===== src/rtl/poi_pkg.sv =====
`default_nettype none
package poi_pkg;

    localparam int POS_W      = 48;
    localparam int HEAD_W     = 44;
    localparam int SPEED_W    = 16;
    localparam int YAW_W      = 24;
    localparam int DT_W       = 21;
    localparam int QUAT_W     = 16;
    localparam int ANG_W      = 32;
    localparam int CS_W       = 34;
    localparam int MUL_A_W    = 40;
    localparam int MUL_B_W    = 22;
    localparam int MUL_P_W    = MUL_A_W + MUL_B_W;
    localparam int MOT_W      = 49;
    localparam int TRN_W      = MOT_W - 10;
    localparam int DELTA_W    = MUL_P_W - 20;
    localparam int SUM_W      = POS_W + 2;
    localparam int CFG_IDX_W  = 2;
    localparam int CFG_DATA_W = POS_W;
    localparam int ATAN_IDX_W = 5;
    localparam int S_DATA_W   = 80;
    localparam int M_DATA_W   = 176;

    localparam int CORDIC_STEPS_DEF = 16;

    localparam logic [CFG_IDX_W-1:0] CFG_START_X       = 2'd0;
    localparam logic [CFG_IDX_W-1:0] CFG_START_Y       = 2'd1;
    localparam logic [CFG_IDX_W-1:0] CFG_START_HEADING = 2'd2;

    localparam logic signed [CS_W-1:0] GAIN_Q30 = 34'sd652032874;
    localparam logic signed [CS_W-1:0] QUARTER  = 34'sd1073741824;
    localparam logic signed [CS_W-1:0] HALF     = 34'sd2147483648;

    localparam logic signed [POS_W-1:0] POS_MAX = 48'sh7FFF_FFFF_FFFF;
    localparam logic signed [POS_W-1:0] POS_MIN = 48'sh8000_0000_0000;

    typedef enum logic [3:0] {
        ST_IDLE,
        ST_ROT,
        ST_MX1,
        ST_MX2,
        ST_MX3,
        ST_TX,
        ST_ADDX,
        ST_MY1,
        ST_MY2,
        ST_MY3,
        ST_TY,
        ST_ADDY,
        ST_HD,
        ST_HADD,
        ST_QUAT,
        ST_OUT
    } state_t;

    typedef struct packed {
        logic signed [CS_W-1:0] cos_v;
        logic signed [CS_W-1:0] sin_v;
    } sincos_t;

    function automatic logic signed [CS_W-1:0] atan_at(input logic [ATAN_IDX_W-1:0] idx);
        logic signed [CS_W-1:0] r;
        unique case (idx)
            5'd0:    r = 34'sh020000000;
            5'd1:    r = 34'sh012E4051E;
            5'd2:    r = 34'sh009FB385B;
            5'd3:    r = 34'sh0051111D4;
            5'd4:    r = 34'sh0028B0D43;
            5'd5:    r = 34'sh00145D7E1;
            5'd6:    r = 34'sh000A2F61E;
            5'd7:    r = 34'sh000517C55;
            5'd8:    r = 34'sh00028BE53;
            5'd9:    r = 34'sh000145F2F;
            5'd10:   r = 34'sh0000A2F98;
            5'd11:   r = 34'sh0000517CC;
            5'd12:   r = 34'sh000028BE6;
            5'd13:   r = 34'sh0000145F3;
            5'd14:   r = 34'sh00000A2FA;
            5'd15:   r = 34'sh00000517D;
            5'd16:   r = 34'sh0000028BE;
            5'd17:   r = 34'sh00000145F;
            5'd18:   r = 34'sh000000A30;
            5'd19:   r = 34'sh000000518;
            5'd20:   r = 34'sh00000028C;
            5'd21:   r = 34'sh000000146;
            5'd22:   r = 34'sh0000000A3;
            5'd23:   r = 34'sh000000051;
            default: r = '0;
        endcase
        return r;
    endfunction

endpackage
`default_nettype wire


===== src/rtl/poi_cordic.sv =====
`default_nettype none
module poi_cordic #(
    parameter int STEPS = poi_pkg::CORDIC_STEPS_DEF
) (
    input  wire logic                      aclk,
    input  wire logic                      aresetn,
    input  wire logic                      start,
    input  wire logic [poi_pkg::ANG_W-1:0] angle,
    output logic                           done,
    output poi_pkg::sincos_t               result
);
    import poi_pkg::*;

    localparam int STEP_W = (STEPS > 1) ? $clog2(STEPS) : 1;

    logic                   busy_reg;
    logic                   done_reg;
    logic                   neg_reg;
    logic [STEP_W-1:0]      step_reg;
    logic signed [CS_W-1:0] x_reg;
    logic signed [CS_W-1:0] y_reg;
    logic signed [CS_W-1:0] z_reg;
    sincos_t                res_reg;

    logic signed [ANG_W-1:0] ang_s;
    logic signed [CS_W-1:0]  ang_ext;
    logic signed [CS_W-1:0]  z_start;
    logic                    neg_start;
    logic signed [CS_W-1:0]  dx;
    logic signed [CS_W-1:0]  dy;
    logic signed [CS_W-1:0]  theta;
    logic signed [CS_W-1:0]  x_new;
    logic signed [CS_W-1:0]  y_new;
    logic signed [CS_W-1:0]  z_new;
    logic                    last;

    // fold into the right half plane, flip the signs afterwards
    always_comb begin
        ang_s     = signed'(angle);
        ang_ext   = CS_W'(ang_s);
        z_start   = ang_ext;
        neg_start = 1'b0;
        if (ang_ext > QUARTER) begin
            z_start   = ang_ext - HALF;
            neg_start = 1'b1;
        end else if (ang_ext < -QUARTER) begin
            z_start   = ang_ext + HALF;
            neg_start = 1'b1;
        end
    end

    always_comb begin
        dx    = y_reg >>> step_reg;
        dy    = x_reg >>> step_reg;
        theta = atan_at(ATAN_IDX_W'(step_reg));
        if (!z_reg[CS_W-1]) begin
            x_new = x_reg - dx;
            y_new = y_reg + dy;
            z_new = z_reg - theta;
        end else begin
            x_new = x_reg + dx;
            y_new = y_reg - dy;
            z_new = z_reg + theta;
        end
        last = (step_reg == STEP_W'(STEPS - 1));
    end

    always_ff @(posedge aclk) begin
        if (!aresetn) begin
            busy_reg <= 1'b0;
            done_reg <= 1'b0;
        end else begin
            done_reg <= 1'b0;
            if (start) begin
                busy_reg <= 1'b1;
            end else if (busy_reg && last) begin
                busy_reg <= 1'b0;
                done_reg <= 1'b1;
            end
        end
    end

    always_ff @(posedge aclk) begin
        if (start) begin
            step_reg <= '0;
            x_reg    <= GAIN_Q30;
            y_reg    <= '0;
            z_reg    <= z_start;
            neg_reg  <= neg_start;
        end else if (busy_reg) begin
            step_reg <= step_reg + STEP_W'(1);
            x_reg    <= x_new;
            y_reg    <= y_new;
            z_reg    <= z_new;
            if (last) begin
                res_reg.cos_v <= neg_reg ? -x_new : x_new;
                res_reg.sin_v <= neg_reg ? -y_new : y_new;
            end
        end
    end

    assign done   = done_reg;
    assign result = res_reg;

endmodule
`default_nettype wire


===== src/rtl/poi_mul.sv =====
`default_nettype none
module poi_mul (
    input  wire logic                               aclk,
    input  wire logic signed [poi_pkg::MUL_A_W-1:0] a,
    input  wire logic signed [poi_pkg::MUL_B_W-1:0] b,
    output logic signed [poi_pkg::MUL_P_W-1:0]      p
);
    import poi_pkg::*;

    logic signed [MUL_P_W-1:0] p_reg;

    always_ff @(posedge aclk) begin
        p_reg <= MUL_P_W'(a) * MUL_P_W'(b);
    end

    assign p = p_reg;

endmodule
`default_nettype wire


===== src/rtl/planar_odometry_integrator.sv =====
// one word is in work at a time: s_tready is high only in the idle state, so the next
// word is taken after the last has gone through two passes of the shared cordic unit,
// twelve steps through the one shared multiplier and the output load, which waits while
// a full output register is not taken; the accept cycle starts the first cordic pass
// a finished result waits in the output register while the next word is taken
// reset: synchronous active-low aresetn, pose and heading cleared to zero
`default_nettype none
module planar_odometry_integrator #(
    parameter int CORDIC_STEPS = poi_pkg::CORDIC_STEPS_DEF
) (
    input  wire logic                           aclk,
    input  wire logic                           aresetn,
    // forward_speed, side_speed, yaw_rate, elapsed
    input  wire logic [poi_pkg::S_DATA_W-1:0]   s_tdata,
    input  wire logic                           s_tvalid,
    output logic                                s_tready,
    // pos_x, pos_y, heading, quat_z, quat_w
    output logic [poi_pkg::M_DATA_W-1:0]        m_tdata,
    // saturated
    output logic                                m_tuser,
    output logic                                m_tvalid,
    input  wire logic                           m_tready,
    input  wire logic                           cfg_we,
    input  wire logic [poi_pkg::CFG_IDX_W-1:0]  cfg_index,
    input  wire logic [poi_pkg::CFG_DATA_W-1:0] cfg_wdata
);
    import poi_pkg::*;

    state_t state_reg, state_next;

    logic signed [SPEED_W-1:0] vx_reg;
    logic signed [SPEED_W-1:0] vy_reg;
    logic signed [YAW_W-1:0]   wz_reg;
    logic [DT_W-1:0]           dt_reg;
    logic signed [POS_W-1:0]   x_reg;
    logic signed [POS_W-1:0]   y_reg;
    logic [HEAD_W-1:0]         heading_reg;
    logic signed [MOT_W-1:0]   acc_reg;
    logic signed [TRN_W-1:0]   t_reg;
    logic                      clip_reg;
    logic [M_DATA_W-1:0]       m_tdata_reg;
    logic                      m_tuser_reg;
    logic                      m_tvalid_reg;

    logic signed [MUL_A_W-1:0] mul_a;
    logic signed [MUL_B_W-1:0] mul_b;
    logic signed [MUL_P_W-1:0] mul_p;
    logic                      cordic_start;
    logic [ANG_W-1:0]          cordic_angle;
    logic                      cordic_done;
    sincos_t                   cs;

    logic                      in_acc;
    logic                      out_load;
    logic signed [MOT_W-1:0]   p_sum;
    logic signed [MOT_W-1:0]   p_rnd;
    logic signed [TRN_W-1:0]   t_new;
    logic signed [MUL_P_W-1:0] d_rnd;
    logic signed [DELTA_W-1:0] delta;
    logic signed [POS_W-1:0]   pos_sel;
    logic signed [SUM_W-1:0]   pos_sum;
    logic signed [POS_W-1:0]   pos_sat;
    logic                      clip_now;
    logic [HEAD_W-1:0]         heading_sum;
    logic signed [QUAT_W-1:0]  quat_z;
    logic signed [QUAT_W-1:0]  quat_w;

    function automatic logic signed [QUAT_W-1:0] to_q15(input logic signed [CS_W-1:0] v);
        logic signed [CS_W-1:0]    r;
        logic signed [CS_W-16:0]   q;
        logic signed [QUAT_W-1:0]  o;
        r = v + CS_W'(16384);
        q = r[CS_W-1:15];
        if (q > (CS_W-15)'(32767)) begin
            o = 16'sh7FFF;
        end else if (q < -(CS_W-15)'(32768)) begin
            o = 16'sh8000;
        end else begin
            o = q[QUAT_W-1:0];
        end
        return o;
    endfunction

    poi_cordic #(
        .STEPS(CORDIC_STEPS)
    ) u_cordic (
        .aclk    (aclk),
        .aresetn (aresetn),
        .start   (cordic_start),
        .angle   (cordic_angle),
        .done    (cordic_done),
        .result  (cs)
    );

    poi_mul u_mul (
        .aclk (aclk),
        .a    (mul_a),
        .b    (mul_b),
        .p    (mul_p)
    );

    assign s_tready = (state_reg == ST_IDLE);
    assign in_acc   = s_tvalid && s_tready;
    assign out_load = (state_reg == ST_OUT) && (!m_tvalid_reg || m_tready);

    // shared multiplier operand select
    always_comb begin
        mul_a = MUL_A_W'(cs.cos_v);
        mul_b = MUL_B_W'(vx_reg);
        case (state_reg)
            ST_MX2: begin
                mul_a = MUL_A_W'(cs.sin_v);
                mul_b = MUL_B_W'(vy_reg);
            end
            ST_MY1: begin
                mul_a = MUL_A_W'(cs.sin_v);
                mul_b = MUL_B_W'(vx_reg);
            end
            ST_MY2: begin
                mul_a = MUL_A_W'(cs.cos_v);
                mul_b = MUL_B_W'(vy_reg);
            end
            ST_TX, ST_TY: begin
                mul_a = MUL_A_W'(t_reg);
                mul_b = MUL_B_W'({1'b0, dt_reg});
            end
            ST_HD: begin
                mul_a = MUL_A_W'(wz_reg);
                mul_b = MUL_B_W'({1'b0, dt_reg});
            end
            default: begin
                mul_a = MUL_A_W'(cs.cos_v);
                mul_b = MUL_B_W'(vx_reg);
            end
        endcase
    end

    always_comb begin
        if (state_reg == ST_MX3) begin
            p_sum = acc_reg - mul_p[MOT_W-1:0];
        end else begin
            p_sum = acc_reg + mul_p[MOT_W-1:0];
        end
        p_rnd = p_sum + MOT_W'(512);
        t_new = p_rnd[MOT_W-1:10];

        d_rnd = mul_p + MUL_P_W'(524288);
        delta = d_rnd[MUL_P_W-1:20];

        pos_sel  = (state_reg == ST_ADDX) ? x_reg : y_reg;
        pos_sum  = SUM_W'(pos_sel) + SUM_W'(delta);
        clip_now = 1'b0;
        if (pos_sum > SUM_W'(POS_MAX)) begin
            pos_sat  = POS_MAX;
            clip_now = 1'b1;
        end else if (pos_sum < SUM_W'(POS_MIN)) begin
            pos_sat  = POS_MIN;
            clip_now = 1'b1;
        end else begin
            pos_sat = pos_sum[POS_W-1:0];
        end

        heading_sum = heading_reg + mul_p[HEAD_W-1:0];

        quat_z = to_q15(cs.sin_v);
        quat_w = to_q15(cs.cos_v);
    end

    always_comb begin
        state_next   = state_reg;
        cordic_start = 1'b0;
        cordic_angle = heading_reg[HEAD_W-1:HEAD_W-ANG_W];
        unique case (state_reg)
            ST_IDLE: begin
                if (s_tvalid) begin
                    cordic_start = 1'b1;
                    state_next   = ST_ROT;
                end
            end
            ST_ROT: begin
                if (cordic_done) begin
                    state_next = ST_MX1;
                end
            end
            ST_MX1:  state_next = ST_MX2;
            ST_MX2:  state_next = ST_MX3;
            ST_MX3:  state_next = ST_TX;
            ST_TX:   state_next = ST_ADDX;
            ST_ADDX: state_next = ST_MY1;
            ST_MY1:  state_next = ST_MY2;
            ST_MY2:  state_next = ST_MY3;
            ST_MY3:  state_next = ST_TY;
            ST_TY:   state_next = ST_ADDY;
            ST_ADDY: state_next = ST_HD;
            ST_HD:   state_next = ST_HADD;
            ST_HADD: begin
                // half angle of the new heading
                cordic_start = 1'b1;
                cordic_angle = {1'b0, heading_sum[HEAD_W-1:HEAD_W-ANG_W+1]};
                state_next   = ST_QUAT;
            end
            ST_QUAT: begin
                if (cordic_done) begin
                    state_next = ST_OUT;
                end
            end
            ST_OUT: begin
                if (!m_tvalid_reg || m_tready) begin
                    state_next = ST_IDLE;
                end
            end
            default: state_next = ST_IDLE;
        endcase
    end

    always_ff @(posedge aclk) begin
        if (!aresetn) begin
            state_reg <= ST_IDLE;
        end else begin
            state_reg <= state_next;
        end
    end

    always_ff @(posedge aclk) begin
        if (!aresetn) begin
            x_reg        <= '0;
            y_reg        <= '0;
            heading_reg  <= '0;
            clip_reg     <= 1'b0;
            m_tvalid_reg <= 1'b0;
        end else begin
            if (cfg_we) begin
                unique case (cfg_index)
                    CFG_START_X:       x_reg       <= cfg_wdata[POS_W-1:0];
                    CFG_START_Y:       y_reg       <= cfg_wdata[POS_W-1:0];
                    CFG_START_HEADING: heading_reg <= cfg_wdata[HEAD_W-1:0];
                    default: ;
                endcase
            end else if (state_reg == ST_ADDX) begin
                x_reg <= pos_sat;
            end else if (state_reg == ST_ADDY) begin
                y_reg <= pos_sat;
            end else if (state_reg == ST_HADD) begin
                heading_reg <= heading_sum;
            end

            if (in_acc) begin
                clip_reg <= 1'b0;
            end else if ((state_reg == ST_ADDX || state_reg == ST_ADDY) && clip_now) begin
                clip_reg <= 1'b1;
            end

            if (out_load) begin
                m_tvalid_reg <= 1'b1;
            end else if (m_tready) begin
                m_tvalid_reg <= 1'b0;
            end
        end
    end

    always_ff @(posedge aclk) begin
        if (in_acc) begin
            vx_reg <= s_tdata[15:0];
            vy_reg <= s_tdata[31:16];
            wz_reg <= s_tdata[55:32];
            dt_reg <= s_tdata[76:56];
        end
        if (state_reg == ST_MX2 || state_reg == ST_MY2) begin
            acc_reg <= mul_p[MOT_W-1:0];
        end
        if (state_reg == ST_MX3 || state_reg == ST_MY3) begin
            t_reg <= t_new;
        end
        if (out_load) begin
            m_tdata_reg <= {4'b0000, quat_w, quat_z, heading_reg, y_reg, x_reg};
            m_tuser_reg <= clip_reg;
        end
    end

    assign m_tdata  = m_tdata_reg;
    assign m_tuser  = m_tuser_reg;
    assign m_tvalid = m_tvalid_reg;

    a_accept_starts: assert property (@(posedge aclk) disable iff (!aresetn)
        in_acc |=> state_reg == ST_ROT)
        else $error("accepted word did not start the heading rotation");

    a_done_expected: assert property (@(posedge aclk) disable iff (!aresetn)
        cordic_done |-> (state_reg == ST_ROT || state_reg == ST_QUAT))
        else $error("cordic finished outside a waiting state");

    a_sat_at_limit: assert property (@(posedge aclk) disable iff (!aresetn)
        (m_tvalid && m_tuser) |->
            (m_tdata[47:0] == POS_MAX || m_tdata[47:0] == POS_MIN ||
             m_tdata[95:48] == POS_MAX || m_tdata[95:48] == POS_MIN))
        else $error("saturated result without a position at its limit");

    a_heading_update: assert property (@(posedge aclk) disable iff (!aresetn)
        !$stable(heading_reg) |-> ($past(state_reg) == ST_HADD || $past(cfg_we)))
        else $error("heading changed outside its update step");

endmodule
`default_nettype wire

===== config.mk =====
export PLATFORM = sky130hd
export DESIGN_NAME = planar_odometry_integrator
export DESIGN_NICKNAME = d
export VERILOG_FILES = /design/src/rtl/poi_pkg.sv /design/src/rtl/poi_cordic.sv /design/src/rtl/poi_mul.sv /design/src/rtl/planar_odometry_integrator.sv
export SDC_FILE = /design/constraint.sdc
export NUM_CORES = 2
export LEC_CHECK = 0
export BUFFER_PORTS_ARGS = -buffer_cell sky130_fd_sc_hd__clkbuf_2
export CAP_MARGIN = 20
export CORE_MARGIN = 10
export CORE_UTILIZATION = 45
export CTS_CLUSTER_SIZE = 14
export DETAILED_ROUTE_END_ITERATION = 8
export PLACE_DENSITY = 0.6
export RECOVER_POWER = 50
export SYNTH_ARGS = -nofsm -noshare
export SYNTH_HDL_FRONTEND = slang
export SYNTH_SLANG_ARGS = --single-unit

===== constraint.sdc =====
create_clock -name aclk -period 10.95 [get_ports aclk]
set_clock_uncertainty 0.05 [all_clocks]
set_input_delay 1.095 -clock aclk [delete_from_list [all_inputs] [get_ports aclk]]
set_output_delay 1.095 -clock aclk [all_outputs]
set_load 0.05 [all_outputs]

---- Word level (Yosys, flattened, before mapping) ----
Memories as Yosys holds them, arrays and structs flattened. A register that Yosys moved wholly into a read port is not among the register bits.
Cells that the tools add are included.
storage, ports and cells
  register bits after elaboration ......... 723
  memory bits (read-only) ................. 480
  output and inout port bits .............. 179
  memories kept ........................... 1
memory list
  memory           depth  bits a word  read ports  clocked after Yosys merged registers in  write ports  line           text
  (no name shown)  16     30           1           1                                        0            poi_pkg.sv:64  unique case (idx)
operators by class
  add/sub/neg operators ................... 19
  $mul .................................... 1
  order comparisons ....................... 8
  eq/ne operators ......................... 27
  shifts and indexed selects .............. 2
  multiplexer cells ....................... 47
  bitwise operators ....................... 2
  reductions and logical operators ........ 28
operator list
  operator                                                                 count
  48-bit two-way mux                                                       10
  34-bit two-way mux                                                       9
  44-bit two-way mux                                                       5
  40-bit one-hot mux with 3 select lines                                   1
  34-bit adder                                                             3
  34-bit subtractor                                                        3
  34-bit by 16-bit adder with 34-bit output (second input constant)        2
  34-bit negation                                                          2
  34-bit by 4-bit >>> shifter with 34-bit output                           2
  4-bit one-hot mux with 16 select lines                                   1
  62-bit by 21-bit adder with 62-bit output (second input constant)        1
  40-bit by 22-bit multiplier with 62-bit output                           1
  48-bit by 42-bit adder with 49-bit output                                1
  49-bit by 11-bit adder with 49-bit output (second input constant)        1
  49-bit adder                                                             1
  49-bit by 48-bit > comparator with 1-bit output (second input constant)  1
  49-bit by 48-bit < comparator with 1-bit output (second input constant)  1
  49-bit two-way mux                                                       1
  49-bit subtractor                                                        1
  44-bit adder                                                             1
  22-bit one-hot mux with 2 select lines                                   1
  19-bit by 16-bit > comparator with 1-bit output (second input constant)  2
  19-bit by 16-bit < comparator with 1-bit output (second input constant)  2
  4-bit equality test (second input constant)                              9
  other kinds (29)                                                         72

---- Logic depth before layout (Yosys ltp) ----
  word-level depth ........................ 9
  gate-level depth with buffers ........... 39

---- Hierarchy ----
A second synthesis with hierarchy kept.
unflattened totals
  cells, all modules ...................... 8,601
  area total of the unflattened synthesis .. 79,424.9 sq um
by module, submodules not included
  module                      instances  cells an instance  area an instance (sq um)  seq. area each (sq um)
  poi_mul                     1          3,300              30,573.1                  1,241.2
  planar_odometry_integrator  1          3,088              29,544.6                  13,072.5
  poi_cordic                  1          2,213              19,307.3                  5,175.0

---- Least setup slack after synthesis ----
OpenSTA, ideal clock, no wires.
  path kind ............................... register to register
  start ................................... register state_reg[1]
  end ..................................... register u_mul.p_reg[60], in the netlist u_mul.p[60]
  setup time .............................. 0.127 ns
  data arrival time ....................... 9.873 ns
  required time ........................... 10.773 ns
  slack ................................... 0.900 ns
  cell stages (with the launch flop) ...... 34
  path buffers ............................ 4
  cell sequence ........................... dfxtp_1 -> clkbuf_1 -> nand2_1 -> a21oi_1 -> clkbuf_1 -> clkbuf_1 -> a221oi_1 -> clkbuf_1 -> nor2_1 -> fa_1 -> fa_1 -> ha_1 -> inv_1 -> fa_1 -> inv_1 -> fa_1 -> fa_1 -> inv_1 -> fa_1 -> inv_1 -> ha_1 -> a21o_1 -> a21o_1 -> a21oi_1 -> nor2b_1 -> a31oi_1 -> a221o_1 -> a311oi_1 -> nor3_1 -> o311ai_0 -> a311o_1 -> and2_1 -> o21ai_0 -> xor2_1
between the ends
  cells in the longest elaborated chain, start to end .. 4
  elaborated cells on any way between the ends .. 13
  those cells by class .................... mul: 1; eq/ne: 6; mux: 2; reduce/logical: 4
RTL lines
  element                                                                                                  line                               text
  start, declared                                                                                          planar_odometry_integrator.sv:29   state_t state_reg, state_next;
  start signal, assigned                                                                                   planar_odometry_integrator.sv:220  state_reg <= state_next;
  4-bit equality test (tied with other cells)                                                              planar_odometry_integrator.sv:110  case (state_reg)
  3-bit OR reduction (no line) (tied with other cells)                                                     -
  22-bit one-hot mux with 2 select lines / 40-bit one-hot mux with 3 select lines (equally long branches)  planar_odometry_integrator.sv:110
  40-bit by 22-bit multiplier with 62-bit output *                                                         poi_mul.sv:13                      p_reg <= MUL_P_W'(a) * MUL_P_W'(b);
  end signal, assigned                                                                                     poi_mul.sv:13
  end, declared                                                                                            poi_mul.sv:10                      logic signed [MUL_P_W-1:0] p_reg;
Mark *: on every way between the ends. The rest lies on a longest branch, timed or not.
A chain may end at the register's enable or synchronous reset.

---- Worst setup path after layout ----
  start ................................... register state_reg[0]
  end ..................................... register u_mul.p_reg[59], in the netlist u_mul.p[59]
Same word-level chain as after synthesis.

==> impl_metrics.yaml <==
cells_and_area:
  final_common_cell: "nand2_1"
  nNetsFinal: 10100
  mostFrequentLayoutCells: "1097 x nand2_1, 926 x inv_1, 852 x fa_1"
  finalInstanceArea_um2: 85300
  fillers: 16400
  area_growth_pct: 9.38
  utilization_pct: 49.6
  drive_gt1_share_pct: 7.90
  largest_reg_flops: 172
flow_run:
  max_cap_violations: 5
clocking:
  cts_buffers: 90
  worstSkewPairLatency_ns: 0.78
  clockBufferDepth: 3
  cts_max_level: 3
  cts_root_buffer: "clkbuf_16"
  clkSlewWorstSetupHoldPaths_ns: 0.06
  post-cts-setup-buffers: 0
  cts_tree: "built"
  cts.sinks: 753
sta:
  relSlewSlack_pct: -450
  hold_violations: 0
  min_period_ns: 10.43
  fin_crit_sh_pct: 95.2
  fmax_mhz: 95.9
  finalSetupViolations: 0
  rsz0062_at_grt: "false"
  tightest_slew_ns: 8.25
  timing.final.ws_setup_ns: 0.520
  fin_setup_tns_ns: 0
  finalMaxSlewViolations: 286
floorplan:
  dieArea_um2: 190000
  rows: 152
  die_w_um: 436
  chipHeight_um: 436
  ios: 314
  core_um2: 172000
  initial_core_util_pct: 45.3
synthesis:
  synth_compound_area_share_pct: 14.3
  synth-simple-area-share_pct: 14.9
  synth_top_family_by_area: "adder cells"
  yosysSeqAreaShare_pct: 25.0
  ys_async_sr_fraction_pct: 0
  ys_types: 95
  synthAdderAreaFrac_pct: 28.7
  synth-seq-cells: 753
  synth-xor-area-share_pct: 6.46
  ys_warn_count: 0
  netlist_instances: 8538
  synthFlopType: "edfxtp_1"
  synth_edf_count: 441
  synth_area_um2: 78000
  avgSynthCellArea_um2: 9.13
  muxShareOfSynthArea_pct: 3.99
route:
  wire_per_inst_um: 24.5
  postRouteAntennaNets: 0
  firstDrtPassIters: 9
  wirelength_mm: 272
  remaining_drc_errors: 0
  vias_per_cell: 5.86
  drt-initial-drc-count: 6551
  vias: 65000
setup_path:
  critPathTopFamily: "adder cells"
  r2r_cells: 32
  timing_worst_setup_path_type: "flip-flop to flip-flop"
  cp-start-kind: "flip-flop"
  cp_num_buf_inv: 6
  crit_required_ns: 11.56
  max_stage_delay_ns: 0.59
  crit_fanout: 28
  cp_common_cell: "fa_1"
  cp_num_cells: 32
  crit_arrival_ns: 11.04
  endpoint_kind: "flip-flop"
  slowest_stage: "fa_1"
placed_design:
  io_buffers: 306
  placed_area_um2: 82400
  gp_congestion: 0.973
  pre_cts_slack_ns: 0.299
  hpwl_mm: 218
outcome:
  status: "finished with violations"
  violations: "max-capacitance violations, max-slew violations"
global_route:
  grt_overflow: 0
  grt_pass1_wl_mm: 406
  grt_max_degree: 142
  grt_pass1_vias: 64800
  antenna_found_initial: 12
  grtUsageTotal_pct: 27.8
min_path:
  hold_class: "flip-flop to flip-flop"
  hold_depth: 0
==> final cells by class <==
class                      instances  area [um^2]  share of cell area (%)
clock inverter                    57          669                   0.785
multi-input combinational       6419        53500                    62.7
tap                             2310         2890                    3.39
clock buffer                     112         2400                    2.81
inverter                         935         3510                    4.12
antenna                            4         10.0                  0.0117
timing repair buffer             507         2810                    3.29
sequential                       753        19500                    22.9
==> synth_stat cells (all sizes together) (43+ instances only) <==
master | number | area (um^2)
mux2 | 64 | 721
mux4 | 71 | 1600
dfxtp | 312 | 6250
a211oi | 51 | 383
buf | 62 | 264
clkbuf | 372 | 1400
ha | 427 | 5340
nand2 | 1099 | 4130
mux2i | 79 | 791
a21o | 178 | 1340
a21oi | 436 | 2180
nor2b | 49 | 307
xor2 | 230 | 2010
o21a | 73 | 548
nand3 | 216 | 1080
nor3 | 111 | 556
o21ai | 457 | 2290
nand2b | 43 | 269
nor2 | 707 | 2660
inv | 930 | 3490
xnor2 | 345 | 3020
nand4 | 57 | 357
o31ai | 48 | 365
fa | 852 | 17100
a31oi | 65 | 407
and2 | 101 | 632
and3 | 68 | 425
o211ai | 102 | 766
edfxtp | 441 | 13200
==> worst paths after layout <==
check,slack [ns],from,to
setup / recovery,0.52,state_reg[0]$_SDFFE_PN0P_,u_mul.p[59]$_DFF_P_
hold / removal,0.40,y_reg[43]$_SDFFE_PN0P_,m_tdata[91]$_DFFE_PP_
setup reg to reg,0.52,state_reg[0]$_SDFFE_PN0P_,u_mul.p[59]$_DFF_P_
hold reg to reg,0.40,y_reg[43]$_SDFFE_PN0P_,m_tdata[91]$_DFFE_PP_
==> layer usage <==
metal / track usage, % / share of wire, %
met1: 36.7 / 41
met2: 44.7 / 46
met3: 5.17 / 8.4
met4: 11.9 / 5.1
met5: 0 / 0
==> timing repair <==
action | 4_1_cts | 5_1_grt
hold buffers | 0 | 0
endpoints found under the setup margin | 0 | 4
gates resized for setup | 0 | 5
==> logic make-up (layout without fill, tap and decap cells) <==
logic type      Yosys count  in the layout
other cells               1              8
xor+xnor                575            575
fa+ha+maj              1279           1279
compound gates         1729           1729
flops                   753            753
buf+inv                1369           1611
mux                     214            214
simple gates           2618           2618
==> stage by stage <==
stage	hold slack (ns)	cells
after floorplan	0.356	8541
after global placement	0.386	10900
after CTS	0.396	11100
after global routing	0.411	11100
after detailed placement	0.389	10900
final	0.402	11100
Power is not shown: default switching activity piles up to over one toggle a cycle in this logic, so the estimate is an artifact.
